==> config.mk <==
export PLATFORM = sky130hd
export DESIGN_NAME = pll_mn_ratio_solver_flat
export DESIGN_NICKNAME = d
export VERILOG_FILES = /design/src/sv/pmr_pkg.sv /design/src/sv/pmr_req_if.sv /design/src/sv/pmr_res_if.sv /design/src/sv/pll_mn_ratio_solver.sv /design/src/sv/pmr_cfg_regs.sv /design/src/sv/pmr_sequencer.sv /design/src/sv/pmr_datapath.sv /design/src/flat_wrapper.sv
export SDC_FILE = /design/constraint.sdc
export NUM_CORES = 2
export LEC_CHECK = 0
export ABC_AREA = 1
export BUFFER_PORTS_ARGS = -buffer_cell sky130_fd_sc_hd__buf_2
export CAP_MARGIN = 20
export CORE_MARGIN = 1
export CORE_UTILIZATION = 40
export CTS_CLUSTER_SIZE = 40
export DETAILED_ROUTE_END_ITERATION = 16
export GPL_TIMING_DRIVEN = 0
export MAX_ROUTING_LAYER = met4
export PLACE_DENSITY = 0.66
export SYNTH_ARGS = -nofsm -noshare
export SYNTH_HDL_FRONTEND = slang
export SYNTH_SLANG_ARGS = --single-unit
==> constraint.sdc <==
create_clock -name clk -period 12.3 [get_ports clk]
set_input_delay 1.845 -clock clk [delete_from_list [all_inputs] [get_ports clk]]
set_output_delay 1.845 -clock clk [all_outputs]
set_load 0.05 [all_outputs]
==> src/sv/pmr_pkg.sv <==
// ----------------------------------------------------------------------------
// pmr_pkg - shared types and constants for the pll m/n ratio solver
// holds widths, microcode encoding, the control store and status codes
// ----------------------------------------------------------------------------
package pmr_pkg;

  localparam int HZ_BITS   = 32;
  localparam int DATA_BITS = 13;  // whole MHz values of a 32-bit Hz count
  localparam int CW_BITS   = 14;
  localparam int CNT_BITS  = $clog2(DATA_BITS + 1);

  localparam int DEFAULT_DIVIDER_BITS    = 5;
  localparam int DEFAULT_MULTIPLIER_BITS = 9;

  localparam logic [HZ_BITS-1:0] HZ_PER_MHZ = 32'd1000000;

  // floor(2^42 / 1e6): the estimate x*RECIP >> 42 is the quotient or one less
  localparam int                 RECIP_SHIFT = 42;
  localparam int                 RECIP_BITS  = 23;
  localparam logic [RECIP_BITS-1:0] RECIP    = 23'd4398046;
  localparam int                 PROD_BITS   = HZ_BITS + RECIP_BITS;

  // register map
  localparam int ADDR_BITS = 4;
  localparam logic [1:0] REG_BASE_CLOCK = 2'd0;
  localparam logic [1:0] REG_VCO_LOW    = 2'd1;
  localparam logic [1:0] REG_VCO_HIGH   = 2'd2;

  localparam logic [HZ_BITS-1:0] RESET_BASE_CLOCK = 32'd24000000;
  localparam logic [HZ_BITS-1:0] RESET_VCO_LOW    = 32'd700000000;
  localparam logic [HZ_BITS-1:0] RESET_VCO_HIGH   = 32'd1300000000;

  // result status codes
  localparam logic [1:0] STATUS_OK       = 2'd0;
  localparam logic [1:0] STATUS_N_BIG    = 2'd1;
  localparam logic [1:0] STATUS_M_BIG    = 2'd2;
  localparam logic [1:0] STATUS_NO_RATIO = 2'd3;

  typedef struct packed {
    logic [HZ_BITS-1:0] base_clock_hz;
    logic [HZ_BITS-1:0] vco_low_hz;
    logic [HZ_BITS-1:0] vco_high_hz;
  } cfg_t;

  // microcode
  localparam int PC_BITS = 4;

  typedef enum logic [3:0] {
    OP_IDLE,
    OP_MUL_REF,
    OP_CORR_REF,
    OP_MUL_TGT,
    OP_CORR_TGT,
    OP_GCD_INIT,
    OP_GCD_STEP,
    OP_GCD_DONE,
    OP_DIV_INIT,
    OP_DIV_STEP,
    OP_FINISH,
    OP_NOP
  } op_t;

  typedef enum logic [2:0] {
    C_NEVER,
    C_NO_REQ,
    C_GCD_BUSY,
    C_G_ZERO,
    C_DIV_BUSY,
    C_OUT_BLOCKED,
    C_ALWAYS
  } cond_t;

  typedef struct packed {
    op_t                op;
    cond_t              cond;
    logic [PC_BITS-1:0] target;
  } ucode_t;

  typedef struct packed {
    logic req_fire;
    logic gcd_busy;
    logic g_zero;
    logic div_busy;
    logic out_blocked;
  } flags_t;

  localparam logic [PC_BITS-1:0] PC_IDLE     = 4'd0;
  localparam logic [PC_BITS-1:0] PC_MUL_REF  = 4'd1;
  localparam logic [PC_BITS-1:0] PC_CORR_REF = 4'd2;
  localparam logic [PC_BITS-1:0] PC_MUL_TGT  = 4'd3;
  localparam logic [PC_BITS-1:0] PC_CORR_TGT = 4'd4;
  localparam logic [PC_BITS-1:0] PC_GCD_INIT = 4'd5;
  localparam logic [PC_BITS-1:0] PC_GCD_STEP = 4'd6;
  localparam logic [PC_BITS-1:0] PC_GCD_DONE = 4'd7;
  localparam logic [PC_BITS-1:0] PC_DIV_INIT = 4'd8;
  localparam logic [PC_BITS-1:0] PC_DIV_STEP = 4'd9;
  localparam logic [PC_BITS-1:0] PC_FINISH   = 4'd10;
  localparam logic [PC_BITS-1:0] PC_RETURN   = 4'd11;

  // control store: a true condition jumps to target, else fall through
  function automatic ucode_t ucode_rom(input logic [PC_BITS-1:0] pc);
    ucode_t w;
    w = '{op: OP_NOP, cond: C_ALWAYS, target: PC_IDLE};
    unique case (pc)
      PC_IDLE:     w = '{op: OP_IDLE,     cond: C_NO_REQ,      target: PC_IDLE};
      PC_MUL_REF:  w = '{op: OP_MUL_REF,  cond: C_NEVER,       target: PC_IDLE};
      PC_CORR_REF: w = '{op: OP_CORR_REF, cond: C_NEVER,       target: PC_IDLE};
      PC_MUL_TGT:  w = '{op: OP_MUL_TGT,  cond: C_NEVER,       target: PC_IDLE};
      PC_CORR_TGT: w = '{op: OP_CORR_TGT, cond: C_NEVER,       target: PC_IDLE};
      PC_GCD_INIT: w = '{op: OP_GCD_INIT, cond: C_NEVER,       target: PC_IDLE};
      PC_GCD_STEP: w = '{op: OP_GCD_STEP, cond: C_GCD_BUSY,    target: PC_GCD_STEP};
      PC_GCD_DONE: w = '{op: OP_GCD_DONE, cond: C_NEVER,       target: PC_IDLE};
      PC_DIV_INIT: w = '{op: OP_DIV_INIT, cond: C_G_ZERO,      target: PC_FINISH};
      PC_DIV_STEP: w = '{op: OP_DIV_STEP, cond: C_DIV_BUSY,    target: PC_DIV_STEP};
      PC_FINISH:   w = '{op: OP_FINISH,   cond: C_OUT_BLOCKED, target: PC_FINISH};
      PC_RETURN:   w = '{op: OP_NOP,      cond: C_ALWAYS,      target: PC_IDLE};
      default:     w = '{op: OP_NOP,      cond: C_ALWAYS,      target: PC_IDLE};
    endcase
    return w;
  endfunction

endpackage

==> src/sv/pmr_req_if.sv <==
// ----------------------------------------------------------------------------
// pmr_req_if - request channel
// valid/ready channel carrying reference and target frequencies in Hz
// ----------------------------------------------------------------------------
interface pmr_req_if;
  logic                        valid;
  logic                        ready;
  logic [pmr_pkg::HZ_BITS-1:0] reference_hz;
  logic [pmr_pkg::HZ_BITS-1:0] target_hz;

  modport source (output valid, reference_hz, target_hz, input ready);
  modport sink   (input valid, reference_hz, target_hz, output ready);
endinterface

==> src/sv/pmr_res_if.sv <==
// ----------------------------------------------------------------------------
// pmr_res_if - result channel
// valid/ready channel carrying the solved divider, multiplier and status
// ----------------------------------------------------------------------------
interface pmr_res_if;
  logic                          valid;
  logic                          ready;
  logic [1:0]                    status;
  logic [pmr_pkg::DATA_BITS-1:0] divider_n;
  logic [pmr_pkg::DATA_BITS-1:0] multiplier_m;
  logic [pmr_pkg::CW_BITS-1:0]   control_word;
  logic                          vco_out_of_range;

  modport source (output valid, status, divider_n, multiplier_m, control_word,
                  vco_out_of_range, input ready);
  modport sink   (input valid, status, divider_n, multiplier_m, control_word,
                  vco_out_of_range, output ready);
endinterface

==> src/sv/pll_mn_ratio_solver.sv <==
// ----------------------------------------------------------------------------
// pll_mn_ratio_solver - pll divider/multiplier solver
// reduces target/reference MHz ratio by its gcd into pll n and m settings
// ----------------------------------------------------------------------------
// from request transaction to result valid: mhz conversion of both values, the
//   gcd steps, then the division, which is skipped when both MHz values are zero,
//   plus any wait on a held result; one request in flight, and the idle step
//   takes the next while a result is held
// reset: rst is synchronous, active high; holds request ready low, clears the
//   step counter and result valid, loads base clock 24 MHz, vco 700/1300 MHz
module pll_mn_ratio_solver #(
  parameter int DIVIDER_BITS    = pmr_pkg::DEFAULT_DIVIDER_BITS,
  parameter int MULTIPLIER_BITS = pmr_pkg::DEFAULT_MULTIPLIER_BITS
) (
  input  logic                          clk,
  input  logic                          rst,
  pmr_req_if.sink                       req,
  pmr_res_if.source                     res,
  input  logic                          psel,
  input  logic                          penable,
  input  logic                          pwrite,
  input  logic [pmr_pkg::ADDR_BITS-1:0] paddr,
  input  logic [pmr_pkg::HZ_BITS-1:0]   pwdata,
  output logic [pmr_pkg::HZ_BITS-1:0]   prdata,
  output logic                          pready
);
  import pmr_pkg::*;

  // register file shared by every request
  cfg_t   cfg;
  // current control word and the flags its jump conditions look at
  ucode_t ctl;
  flags_t flags;

  pmr_cfg_regs u_cfg (
    .clk     (clk),
    .rst     (rst),
    .psel    (psel),
    .penable (penable),
    .pwrite  (pwrite),
    .paddr   (paddr),
    .pwdata  (pwdata),
    .prdata  (prdata),
    .pready  (pready),
    .cfg     (cfg)
  );

  // program: capture, hz->mhz for both values, gcd loop, divide, deliver
  pmr_sequencer u_seq (
    .clk   (clk),
    .rst   (rst),
    .flags (flags),
    .ctl   (ctl)
  );

  // datapath takes one transaction in its idle step and holds the result
  // in an output register until the sink takes it
  pmr_datapath #(
    .DIVIDER_BITS    (DIVIDER_BITS),
    .MULTIPLIER_BITS (MULTIPLIER_BITS)
  ) u_dp (
    .clk   (clk),
    .rst   (rst),
    .ctl   (ctl),
    .cfg   (cfg),
    .flags (flags),
    .req   (req),
    .res   (res)
  );

endmodule

==> src/sv/pmr_cfg_regs.sv <==
// ----------------------------------------------------------------------------
// pmr_cfg_regs - configuration register file
// apb-style write/read access to base clock and vco limit registers
// ----------------------------------------------------------------------------
module pmr_cfg_regs (
  input  logic                          clk,
  input  logic                          rst,
  input  logic                          psel,
  input  logic                          penable,
  input  logic                          pwrite,
  input  logic [pmr_pkg::ADDR_BITS-1:0] paddr,
  input  logic [pmr_pkg::HZ_BITS-1:0]   pwdata,
  output logic [pmr_pkg::HZ_BITS-1:0]   prdata,
  output logic                          pready,
  output pmr_pkg::cfg_t                 cfg
);
  import pmr_pkg::*;

  logic       wr_en;
  logic [1:0] reg_idx;

  assign pready  = 1'b1;
  assign wr_en   = psel && penable && pwrite;
  assign reg_idx = paddr[ADDR_BITS-1:2];

  always_ff @(posedge clk) begin
    if (rst) begin
      cfg.base_clock_hz <= RESET_BASE_CLOCK;
      cfg.vco_low_hz    <= RESET_VCO_LOW;
      cfg.vco_high_hz   <= RESET_VCO_HIGH;
    end else if (wr_en) begin
      case (reg_idx)
        REG_BASE_CLOCK: cfg.base_clock_hz <= pwdata;
        REG_VCO_LOW:    cfg.vco_low_hz    <= pwdata;
        REG_VCO_HIGH:   cfg.vco_high_hz   <= pwdata;
        default: ;
      endcase
    end
  end

  always_comb begin
    unique case (reg_idx)
      REG_BASE_CLOCK: prdata = cfg.base_clock_hz;
      REG_VCO_LOW:    prdata = cfg.vco_low_hz;
      REG_VCO_HIGH:   prdata = cfg.vco_high_hz;
      default:        prdata = '0;
    endcase
  end

endmodule

==> src/sv/pmr_sequencer.sv <==
// ----------------------------------------------------------------------------
// pmr_sequencer - microcode sequencer
// step counter over the control store with conditional jumps on datapath flags
// ----------------------------------------------------------------------------
module pmr_sequencer (
  input  logic            clk,
  input  logic            rst,
  input  pmr_pkg::flags_t flags,
  output pmr_pkg::ucode_t ctl
);
  import pmr_pkg::*;

  logic [PC_BITS-1:0] pc;
  logic [PC_BITS-1:0] pc_next;
  logic               take;

  assign ctl = ucode_rom(pc);

  always_comb begin
    unique case (ctl.cond)
      C_NEVER:       take = 1'b0;
      C_NO_REQ:      take = !flags.req_fire;
      C_GCD_BUSY:    take = flags.gcd_busy;
      C_G_ZERO:      take = flags.g_zero;
      C_DIV_BUSY:    take = flags.div_busy;
      C_OUT_BLOCKED: take = flags.out_blocked;
      C_ALWAYS:      take = 1'b1;
      default:       take = 1'b1;
    endcase
    pc_next = take ? ctl.target : pc + 1'b1;
  end

  always_ff @(posedge clk) begin
    if (rst) begin
      pc <= PC_IDLE;
    end else begin
      pc <= pc_next;
    end
  end

endmodule

==> src/sv/pmr_datapath.sv <==
// ----------------------------------------------------------------------------
// pmr_datapath - ratio solver datapath
// mhz conversion, binary gcd, two-lane restoring divider and result register
// ----------------------------------------------------------------------------
module pmr_datapath #(
  parameter int DIVIDER_BITS    = pmr_pkg::DEFAULT_DIVIDER_BITS,
  parameter int MULTIPLIER_BITS = pmr_pkg::DEFAULT_MULTIPLIER_BITS
) (
  input  logic            clk,
  input  logic            rst,
  input  pmr_pkg::ucode_t ctl,
  input  pmr_pkg::cfg_t   cfg,
  output pmr_pkg::flags_t flags,
  pmr_req_if.sink         req,
  pmr_res_if.source       res
);
  import pmr_pkg::*;

  localparam int WORD_BITS = DATA_BITS + MULTIPLIER_BITS;

  // captured request
  logic [HZ_BITS-1:0]   ref_hz;
  logic [HZ_BITS-1:0]   tgt_hz;
  logic                 vco_bad;
  // mhz values, gcd working set, divider lanes
  logic [DATA_BITS-1:0] rm, tm;
  logic [DATA_BITS-1:0] a, b, g;
  logic [CNT_BITS-1:0]  k;
  logic [DATA_BITS-1:0] rem_n, rem_m, qn, qm;
  logic [CNT_BITS-1:0]  cnt;
  logic                 out_valid;

  logic                 req_fire;
  logic [HZ_BITS-1:0]   mul_x;
  logic [PROD_BITS-1:0] prod;
  logic [DATA_BITS-1:0] q_est;
  logic [HZ_BITS-1:0]   corr_x;
  logic [DATA_BITS-1:0] corr_q;
  logic [HZ_BITS-1:0]   back;
  logic [HZ_BITS-1:0]   resid;
  logic [DATA_BITS-1:0] q_fixed;
  logic [DATA_BITS-1:0] a_next, b_next;
  logic [CNT_BITS-1:0]  k_next;
  logic [DATA_BITS:0]   sh_n, sh_m;
  logic                 bit_n, bit_m;
  logic [DATA_BITS-1:0] rem_n_next, rem_m_next;
  logic [1:0]           status_next;
  logic [DATA_BITS-1:0] n_final, m_final;
  logic [WORD_BITS-1:0] wide_word;
  logic [CW_BITS-1:0]   word_next;
  logic                 finish_go;

  assign req.ready = (ctl.op == OP_IDLE) && !rst;
  assign req_fire  = req.valid && req.ready;

  assign flags.req_fire    = req_fire;
  assign flags.gcd_busy    = (a != '0) && (b != '0);
  assign flags.g_zero      = (g == '0);
  assign flags.div_busy    = (cnt != CNT_BITS'(1));
  assign flags.out_blocked = out_valid && !res.ready;

  assign finish_go = (ctl.op == OP_FINISH) && !flags.out_blocked;

  // hz to mhz: reciprocal estimate, then a one-step correction
  always_comb begin
    mul_x   = (ctl.op == OP_MUL_TGT) ? tgt_hz : ref_hz;
    prod    = PROD_BITS'(mul_x) * PROD_BITS'(RECIP);
    q_est   = prod[RECIP_SHIFT +: DATA_BITS];
    corr_x  = (ctl.op == OP_CORR_TGT) ? tgt_hz : ref_hz;
    corr_q  = (ctl.op == OP_CORR_TGT) ? tm : rm;
    back    = HZ_BITS'(HZ_BITS'(corr_q) * HZ_PER_MHZ);
    resid   = corr_x - back;
    q_fixed = corr_q + DATA_BITS'(resid >= HZ_PER_MHZ);
  end

  // one binary gcd step; odd-odd pairs subtract and halve in one go
  always_comb begin
    a_next = a;
    b_next = b;
    k_next = k;
    if (!a[0] && !b[0]) begin
      a_next = a >> 1;
      b_next = b >> 1;
      k_next = k + 1'b1;
    end else if (!a[0]) begin
      a_next = a >> 1;
    end else if (!b[0]) begin
      b_next = b >> 1;
    end else if (a >= b) begin
      a_next = (a - b) >> 1;
    end else begin
      b_next = (b - a) >> 1;
    end
  end

  // restoring divider, one quotient bit per lane per step
  always_comb begin
    sh_n       = {rem_n, qn[DATA_BITS-1]};
    sh_m       = {rem_m, qm[DATA_BITS-1]};
    bit_n      = (sh_n >= {1'b0, g});
    bit_m      = (sh_m >= {1'b0, g});
    rem_n_next = bit_n ? DATA_BITS'(sh_n - {1'b0, g}) : sh_n[DATA_BITS-1:0];
    rem_m_next = bit_m ? DATA_BITS'(sh_m - {1'b0, g}) : sh_m[DATA_BITS-1:0];
  end

  // result assembly
  always_comb begin
    if (g == '0) begin
      status_next = STATUS_NO_RATIO;
      n_final     = '0;
      m_final     = '0;
    end else begin
      n_final = qn;
      m_final = qm;
      if ((qn >> DIVIDER_BITS) != '0) begin
        status_next = STATUS_N_BIG;
      end else if ((qm >> MULTIPLIER_BITS) != '0) begin
        status_next = STATUS_M_BIG;
      end else begin
        status_next = STATUS_OK;
      end
    end
    wide_word = (WORD_BITS'(n_final) << MULTIPLIER_BITS) | WORD_BITS'(m_final);
    word_next = (status_next == STATUS_OK) ? wide_word[CW_BITS-1:0] : '0;
  end

  always_ff @(posedge clk) begin
    if (rst) begin
      out_valid <= 1'b0;
    end else if (finish_go) begin
      out_valid <= 1'b1;
    end else if (res.ready) begin
      out_valid <= 1'b0;
    end
  end

  always_ff @(posedge clk) begin
    case (ctl.op)
      OP_IDLE: begin
        if (req_fire) begin
          ref_hz  <= (req.reference_hz == '0) ? cfg.base_clock_hz : req.reference_hz;
          tgt_hz  <= req.target_hz;
          vco_bad <= (req.target_hz > cfg.vco_high_hz) ||
                     (req.target_hz < cfg.vco_low_hz);
        end
      end
      OP_MUL_REF:  rm <= q_est;
      OP_CORR_REF: rm <= q_fixed;
      OP_MUL_TGT:  tm <= q_est;
      OP_CORR_TGT: tm <= q_fixed;
      OP_GCD_INIT: begin
        a <= rm;
        b <= tm;
        k <= '0;
      end
      OP_GCD_STEP: begin
        if (flags.gcd_busy) begin
          a <= a_next;
          b <= b_next;
          k <= k_next;
        end
      end
      OP_GCD_DONE: g <= DATA_BITS'((a | b) << k);
      OP_DIV_INIT: begin
        rem_n <= '0;
        rem_m <= '0;
        qn    <= rm;
        qm    <= tm;
        cnt   <= CNT_BITS'(DATA_BITS);
      end
      OP_DIV_STEP: begin
        rem_n <= rem_n_next;
        rem_m <= rem_m_next;
        qn    <= {qn[DATA_BITS-2:0], bit_n};
        qm    <= {qm[DATA_BITS-2:0], bit_m};
        cnt   <= cnt - 1'b1;
      end
      OP_FINISH: begin
        if (finish_go) begin
          res.status           <= status_next;
          res.divider_n        <= n_final;
          res.multiplier_m     <= m_final;
          res.control_word     <= word_next;
          res.vco_out_of_range <= vco_bad;
        end
      end
      default: ;
    endcase
  end

  assign res.valid = out_valid;

endmodule

==> src/flat_wrapper.sv <==
// flat-port wrapper written by rule: the top's interface ports become plain ports
module pll_mn_ratio_solver_flat import pmr_pkg::*;
#(
  parameter int DIVIDER_BITS    = pmr_pkg::DEFAULT_DIVIDER_BITS,
  parameter int MULTIPLIER_BITS = pmr_pkg::DEFAULT_MULTIPLIER_BITS
)
  (clk, rst, psel, penable, pwrite, paddr, pwdata, prdata, pready, req_valid, req_reference_hz, req_target_hz, req_ready, res_valid, res_status, res_divider_n, res_multiplier_m, res_control_word, res_vco_out_of_range, res_ready);
  pmr_req_if req_i ();
  pmr_res_if res_i ();
  input  logic clk;
  input  logic rst;
  input  logic psel;
  input  logic penable;
  input  logic pwrite;
  input  logic [pmr_pkg::ADDR_BITS-1:0] paddr;
  input  logic [pmr_pkg::HZ_BITS-1:0] pwdata;
  output logic [pmr_pkg::HZ_BITS-1:0] prdata;
  output logic pready;
  input wire logic [$bits(req_i.valid)-1:0] req_valid;
  input wire logic [$bits(req_i.reference_hz)-1:0] req_reference_hz;
  input wire logic [$bits(req_i.target_hz)-1:0] req_target_hz;
  output wire logic [$bits(req_i.ready)-1:0] req_ready;
  output wire logic [$bits(res_i.valid)-1:0] res_valid;
  output wire logic [$bits(res_i.status)-1:0] res_status;
  output wire logic [$bits(res_i.divider_n)-1:0] res_divider_n;
  output wire logic [$bits(res_i.multiplier_m)-1:0] res_multiplier_m;
  output wire logic [$bits(res_i.control_word)-1:0] res_control_word;
  output wire logic [$bits(res_i.vco_out_of_range)-1:0] res_vco_out_of_range;
  input wire logic [$bits(res_i.ready)-1:0] res_ready;
  assign req_i.valid = req_valid;
  assign req_i.reference_hz = req_reference_hz;
  assign req_i.target_hz = req_target_hz;
  assign req_ready = req_i.ready;
  assign res_valid = res_i.valid;
  assign res_status = res_i.status;
  assign res_divider_n = res_i.divider_n;
  assign res_multiplier_m = res_i.multiplier_m;
  assign res_control_word = res_i.control_word;
  assign res_vco_out_of_range = res_i.vco_out_of_range;
  assign res_i.ready = res_ready;
  pll_mn_ratio_solver #(.DIVIDER_BITS(DIVIDER_BITS), .MULTIPLIER_BITS(MULTIPLIER_BITS)) u_core (.clk(clk), .rst(rst), .req(req_i), .res(res_i), .psel(psel), .penable(penable), .pwrite(pwrite), .paddr(paddr), .pwdata(pwdata), .prdata(prdata), .pready(pready));
endmodule
Word level (Yosys, flattened, before mapping)
Memory sizes are Yosys's and may differ from the RTL's. A register that Yosys moved wholly into a read port is not among the register bits.
Index checks and enable logic that the tools add are counted.
Storage, ports and cells
  output and inout port bits: 78
  logic and storage cells: 150
  memories: 1
  bits of input ports: 107
  flip-flop bits (word level): 334
  bits in read-only memories: 176
Operators by class
  shifts and indexed selects: 1
  bitwise logic cells: 2
  order comparisons: 6
  reductions and logical operators: 40
  multipliers: 2
  mux-type cells: 39
  $add $sub $neg: 9
  eq/ne operators: 24
Memory list
  (name not given): words 16, bits a word 11, read ports 1, clocked after memory_dff 1, write ports 0, line pmr_pkg.sv:104  | unique case (pc)
Operators with widths (count)
  13-bit one-hot mux with 2 select lines: 8
  13-bit 2-to-1 mux: 15
  32-bit 2-to-1 mux: 3
  32-bit one-hot mux with 3 select lines: 1
  32-bit by 22-bit multiplier with 54-bit output, second input constant: 1
  13-bit nonzero test: 4
  13-bit subtractor: 4
  32-bit by 20-bit greater-or-equal comparator with 1-bit output, second input constant: 1
  32-bit > comparator: 1
  32-bit zero test: 1
  32-bit less-than comparator: 1
  32-bit subtractor: 1
  14-bit by 13-bit greater-or-equal comparator with 1-bit output: 2
  13-bit by 14-bit multiplier with 26-bit output, second input constant: 1
  4-bit by 3-bit equality test with 1-bit output, second input constant: 4
  4-bit 2-to-1 mux: 4
  4-bit one-hot mux with 2 select lines: 2
  14-bit by 13-bit OR with 14-bit output: 1
  13-bit by 1-bit adder with 13-bit output: 1
  13-bit greater-or-equal comparator: 1
  13-bit zero test: 1
  13-bit OR: 1
  13-bit by 4-bit left shift with 13-bit output: 1
  4-bit equality test, second input constant: 3
  27 further kinds: 60

Depth between registers and ports, before layout
  word-level depth: 7
  mapped depth: 50
  mapped depth without buffers: 48

By module
From an unflattened synthesis, not the netlist that was laid out.
Unflattened totals
  cell total of the unflattened synthesis: 4919
  area total of the unflattened synthesis: 38587.0 sq um
Modules (own cells, without submodules)
  pmr_datapath: instances 1, cells an instance 4156, seq. area each 7016.7 sq um, area each 33565.9 sq um
  pmr_cfg_regs: instances 1, cells an instance 662, seq. area each 1921.8 sq um, area each 4276.6 sq um
  pmr_sequencer: instances 1, cells an instance 101, seq. area each 300.3 sq um, area each 744.5 sq um

Worst setup path before layout
No wires, ideal clock.
  path type: register to register
  start point: register u_core.u_seq.ctl[7] (netlist name)
  end point: register u_core.u_dp.rm[11] (data pin)
  buffers on the path: 3
  data arrival time: 7.429 ns
  path slack: 4.607 ns
  stages on the path, launching flop included: 46
  setup time: 0.263 ns
  data required time: 12.037 ns
  clock period less this slack: 7.693 ns
  cells stage by stage: dfxtp_1 nor2_4 nand2_4 buf_6 buf_6 clkbuf_1 o21ai_0 ha_1 ha_1 inv_1 fa_1 inv_1 ha_1 fa_1 inv_1 fa_1 inv_1 ha_1 [... 10 more ...] nand2_1 nor3_1 nand2_1 nor3_1 nand2_1 nand3_1 nand3_1 nand3_1 nor2_1 nand3_1 ha_1 nand2_1 nor3_4 nand2_2 nor2_2 nand3_1 xor2_1 o21ai_2
On the way
  longest elaborated chain between the ends: 7
  elaborated cells between the ends (all ways): 13
  classes of those cells: 2 x add/sub; 2 x mul; 1 x order compare; 4 x eq/ne; 4 x mux
Ends and longest elaborated chain
  4-bit by 3-bit equality test with 1-bit output: line pmr_datapath.sv:69, pmr_datapath.sv:70
  13-bit 2-to-1 mux: line pmr_datapath.sv:70  | corr_q = (ctl.op == OP_CORR_TGT) ? tm : rm;
  13-bit by 14-bit multiplier with 26-bit output: line pmr_datapath.sv:71  | back = HZ_BITS'(HZ_BITS'(corr_q) * HZ_PER_MHZ);
  32-bit subtractor: line pmr_datapath.sv:72  | resid = corr_x - back;
  32-bit by 20-bit greater-or-equal comparator with 1-bit output: line pmr_datapath.sv:73  | q_fixed = corr_q + DATA_BITS'(resid >= HZ_PER_MHZ);
  13-bit by 1-bit adder with 13-bit output: line pmr_datapath.sv:73
  13-bit one-hot mux with 2 select lines (*): line pmr_datapath.sv:138  | case (ctl.op)
  end signal, assigned: line pmr_datapath.sv:147  | OP_MUL_REF: rm <= q_est;
  end signal, assigned: line pmr_datapath.sv:148  | OP_CORR_REF: rm <= q_fixed;
  end, declared: line pmr_datapath.sv:26  | logic [DATA_BITS-1:0] rm, tm;
Every way passes the cells marked *; elsewhere a longest branch is shown, timed or not.
A chain may end at the register's enable or synchronous reset.

Final worst setup path
  start point: register u_core.u_seq.ctl[8] (netlist name)
  end point: register u_core.u_dp.rm[11] (data pin)
On the way
  longest elaborated chain between the ends: 7
  elaborated cells between the ends (all ways): 13
  classes of those cells: 2 x add/sub; 2 x mul; 1 x order compare; 4 x eq/ne; 4 x mux
Ends and longest elaborated chain (line)
  4-bit by 3-bit equality test with 1-bit output: pmr_datapath.sv:69, pmr_datapath.sv:70
  13-bit 2-to-1 mux: pmr_datapath.sv:70
  13-bit by 14-bit multiplier with 26-bit output: pmr_datapath.sv:71
  32-bit subtractor: pmr_datapath.sv:72
  32-bit by 20-bit greater-or-equal comparator with 1-bit output: pmr_datapath.sv:73
  13-bit by 1-bit adder with 13-bit output: pmr_datapath.sv:73
  13-bit one-hot mux with 2 select lines (*): pmr_datapath.sv:138
Marked as above.

==> impl_metrics.py <==
metrics = {
    "clock_tree": {
        "cts_made_buffers": 40,
        "htreeDepth": 2,
        "clockBufferDepth": 3,
        "ctsHoldBuffers": 0,
        "clk_latency_ps": 560,
        "cts_sinks": 345,
        "path_clk_slew_ps": 60,
        "post-cts-setup-buffer-count": 0,
        "cts_tree": "done",
        "cts-root-buf": "clkbuf_16",
        "cts_resized": 0,
    },
    "global_routing": {
        "track_usage_pct": 23.5,
        "grt_use_met2_pct": 40.4,
        "grt_pass1_vias": 30800,
        "grt_most_used_layer": "met2",
        "grt_overflow": 0,
        "grt_use_met1_pct": 29.1,
        "grtUsageMet3_pct": 2.40,
        "grt_max_degree": 42,
        "antenna_found_initial": 3,
        "grt_first_pass_wirelength_um": 168000,
    },
    "floorplan": {
        "die_w_um": 308,
        "start_util_pct": 40.6,
        "pin_count": 185,
        "rows": 111,
        "dieArea_um2": 94700,
        "design.core.area_um2": 92100,
        "die_h_um": 308,
    },
    "sta": {
        "post-route-period-util_pct": 77.0,
        "hold_viol_final": 0,
        "fin_crit_ps": 9470,
        "relSlewSlack_pct": 33.0,
        "final-setup-viol-count": 0,
        "max_slew.worst_pin.slew_ps": 996,
        "finClkSkew_ps": 24.8,
        "fin_ws_ps": 2830,
        "setup_tns_ps": 0,
        "maxSlewViolCount": 0,
        "clock.fmax_ghz": 0.106,
        "rsz0062_at_grt": "no",
    },
    "setup_path": {
        "cp_slowest_cell": "clkbuf_1",
        "r2r-start": "u_core.u_seq.ctl[8]$_DFF_P_",
        "cp-endpoint": "u_core.u_dp.rm[11]$_DFFE_PP_",
        "start_kind": "flop",
        "crit_type": "flop to flop",
        "regToRegSetupSlack_ps": 2830,
        "crit_start": "u_core.u_seq.ctl[8]$_DFF_P_",
        "critPathMostFrequentCell": "nand2_1",
        "slowest_delay_ps": 550,
        "endpoint_kind": "flop",
        "r2r_cells": 45,
        "crit_fanout": 10,
        "critPathRequiredTime_ps": 12610,
        "timing.rr.end": "u_core.u_dp.rm[11]$_DFFE_PP_",
        "cp.arrival_ps": 9780,
    },
    "yosys": {
        "async_reset_ff_share_pct": 0,
        "synth_top_family_by_area": "adder cells",
        "yosys.area_share.simple_pct": 13.5,
        "synth_fa_ha_area_share_pct": 34.8,
        "synthCells": 4469,
        "synth_nets": 5402,
        "synth-edff-count": 233,
        "synth_compound_area_share_pct": 12.5,
        "syn_area_um2": 37400,
        "synth_cell_types": 63,
        "avgSynthCellArea_um2": 8.36,
        "postSynth.topFlopCell": "edfxtp_1",
        "synthXorXnorAreaFrac_pct": 2.04,
        "synth.area.mux_share_pct": 0.177,
        "yosysWarningCount": 0,
        "ys_ff_latch": 345,
        "synth-seq-area-share_pct": 24.7,
    },
    "route": {
        "via_count": 30400,
        "dr.pass1.iters": 6,
        "wl_um": 107000,
        "avgRoutedWirePerCell_um": 17.8,
        "first_iter_violations": 2028,
        "viasPerCell": 5.06,
        "drc": 0,
        "ant_nets": 0,
    },
    "place": {
        "hpwl_um": 91800,
        "gp_congestion": 0.955,
        "port_buffers": 181,
        "pre_cts_slack_ps": 2890,
    },
    "finish": {
        "area_delta_synth_final_pct": 11.0,
        "nets": 5657,
        "layout-drive-gt1-share_pct": 7.53,
    },
    "status": {
        "outcome": "complete, no violations",
    },
    "flow_run": {
        "drv_cap": 0,
    },
    "worst_hold_path": {
        "min-delay-path-class": "flop to flop",
    },
}
## logic make-up after synthesis
family,Yosys count
buffers and inverters,1199
and+or+nand+nor,1186
adders and majority gates,826
AOI/OAI and AO/OA,819
DFF,345
xor gates and xnor gates,87
muxes,6
other,1
## metal layers
metal | vias to the layer above | share of wire (%)
li1 | 14800 | -
met1 | 14500 | 42
met2 | 897 | 49
met3 | 181 | 5.2
met4 | 0 | 3.3
met5 | - | 0
## how the worst min path moves through the flow
stage,cells past startpoint,slack [ps],endpoint,from
after floorplan,0,400,u_core.u_dp.res.vco_out_of_range$_DFFE_PP_,u_core.u_dp.vco_bad$_DFFE_PP_
after global placement,0,400,u_core.u_dp.res.vco_out_of_range$_DFFE_PP_,u_core.u_dp.vco_bad$_DFFE_PP_
after detailed placement,0,410,u_core.u_dp.res.vco_out_of_range$_DFFE_PP_,u_core.u_dp.vco_bad$_DFFE_PP_
after CTS,0,430,u_core.u_dp.res.vco_out_of_range$_DFFE_PP_,u_core.u_dp.vco_bad$_DFFE_PP_
after global routing,0,430,u_core.u_dp.res.vco_out_of_range$_DFFE_PP_,u_core.u_dp.vco_bad$_DFFE_PP_
final,0,420,u_core.u_dp.res.vco_out_of_range$_DFFE_PP_,u_core.u_dp.vco_bad$_DFFE_PP_
## cells in the mapped netlist, drive strengths merged (48+ instances only)
library cell | number | area [um2]
fa | 357 | 7150
nand2 | 652 | 2470
nand3 | 144 | 768
a21oi | 282 | 1410
nand4 | 48 | 300
o21ai | 347 | 1790
inv | 1098 | 4120
clkbuf | 70 | 264
nor2 | 273 | 1080
edfxtp | 233 | 7000
dfxtp | 112 | 2240
ha | 469 | 5870
xor2 | 57 | 499
## state kept, by name, summed over array words and instances, names as in the netlist, 11 cells and up
register and cells:
u_core.u_dp.res.divider_n 13, u_core.u_dp.res.multiplier_m 13, u_core.u_dp.qn 13, u_core.u_cfg.cfg 96, u_core.u_dp.a 13, u_core.u_dp.rm 13, u_core.u_dp.rem_m 13, u_core.u_dp.tm 13
u_core.u_dp.res.control_word 14, u_core.u_dp.tgt_hz 32, u_core.u_seq.ctl 11, u_core.u_dp.qm 13, u_core.u_dp.b 13, u_core.u_dp.ref_hz 32, u_core.u_dp.g 13, u_core.u_dp.rem_n 13
## stage by stage
stage / hold slack (ps) / utilization [%] / std cells / area [um2]
floorplan: 400 / - / 4469 / 37400
global placement: 403 / 43.3 / 5893 / 39800
detailed placement: 413 / 43.6 / 5924 / 40100
CTS: 427 / 45.0 / 5998 / 41500
global route: 434 / 45.1 / 6001 / 41500
finish: 422 / 45.1 / 6001 / 41500
## cell type report
type / instances / area (um2)
timing repair buffer: 213 / 1180
antenna: 2 / 5.00
clock buffer: 47 / 1070
clock inverter: 27 / 288
tap: 1243 / 1560
multi-input combinational: 2925 / 23600
sequential: 345 / 9240
fill: 9089 / 50600
buffer: 94 / 405
inverter: 1105 / 4150
## critical path: cells and delay by family, from the launching register on
family                   cells  cell delay [ps]
AND/OR/NAND/NOR             21             2390
XOR/XNOR                     1              360
adder cells (fa/ha/maj)      9             3490
flip-flops                   1              490
buffers and inverters        7             1100
AO/OA/AOI/OAI                7             1350
## cells in the final DEF, fill, tap and decap left out, drive strengths merged, types with 2 or more instances in the layout
cell      instances
inv            1105
nand2           652
ha              469
fa              357
o21ai           347
a21oi           282
nor2            273
buf             236
edfxtp          233
nand3           144
clkbuf          118
dfxtp           112
xor2             57
nand4            48
o211ai           46
o221ai           35
nor3             34
xnor2            30
o21bai           25
a21o             24
clkinv           18
nor4             14
a31oi            13
a211oi           10
nand3b            9
a21boi            9
o21a              8
a22oi             6
or2               6
mux2              5
o31ai             5
bufinv            5
a221oi            4
clkinvlp          4
diode             2
nor3b             2
and3              2
o22ai             2
Power is not shown: default switching activity piles up to over one toggle a cycle in this logic, so the estimate is an artifact.
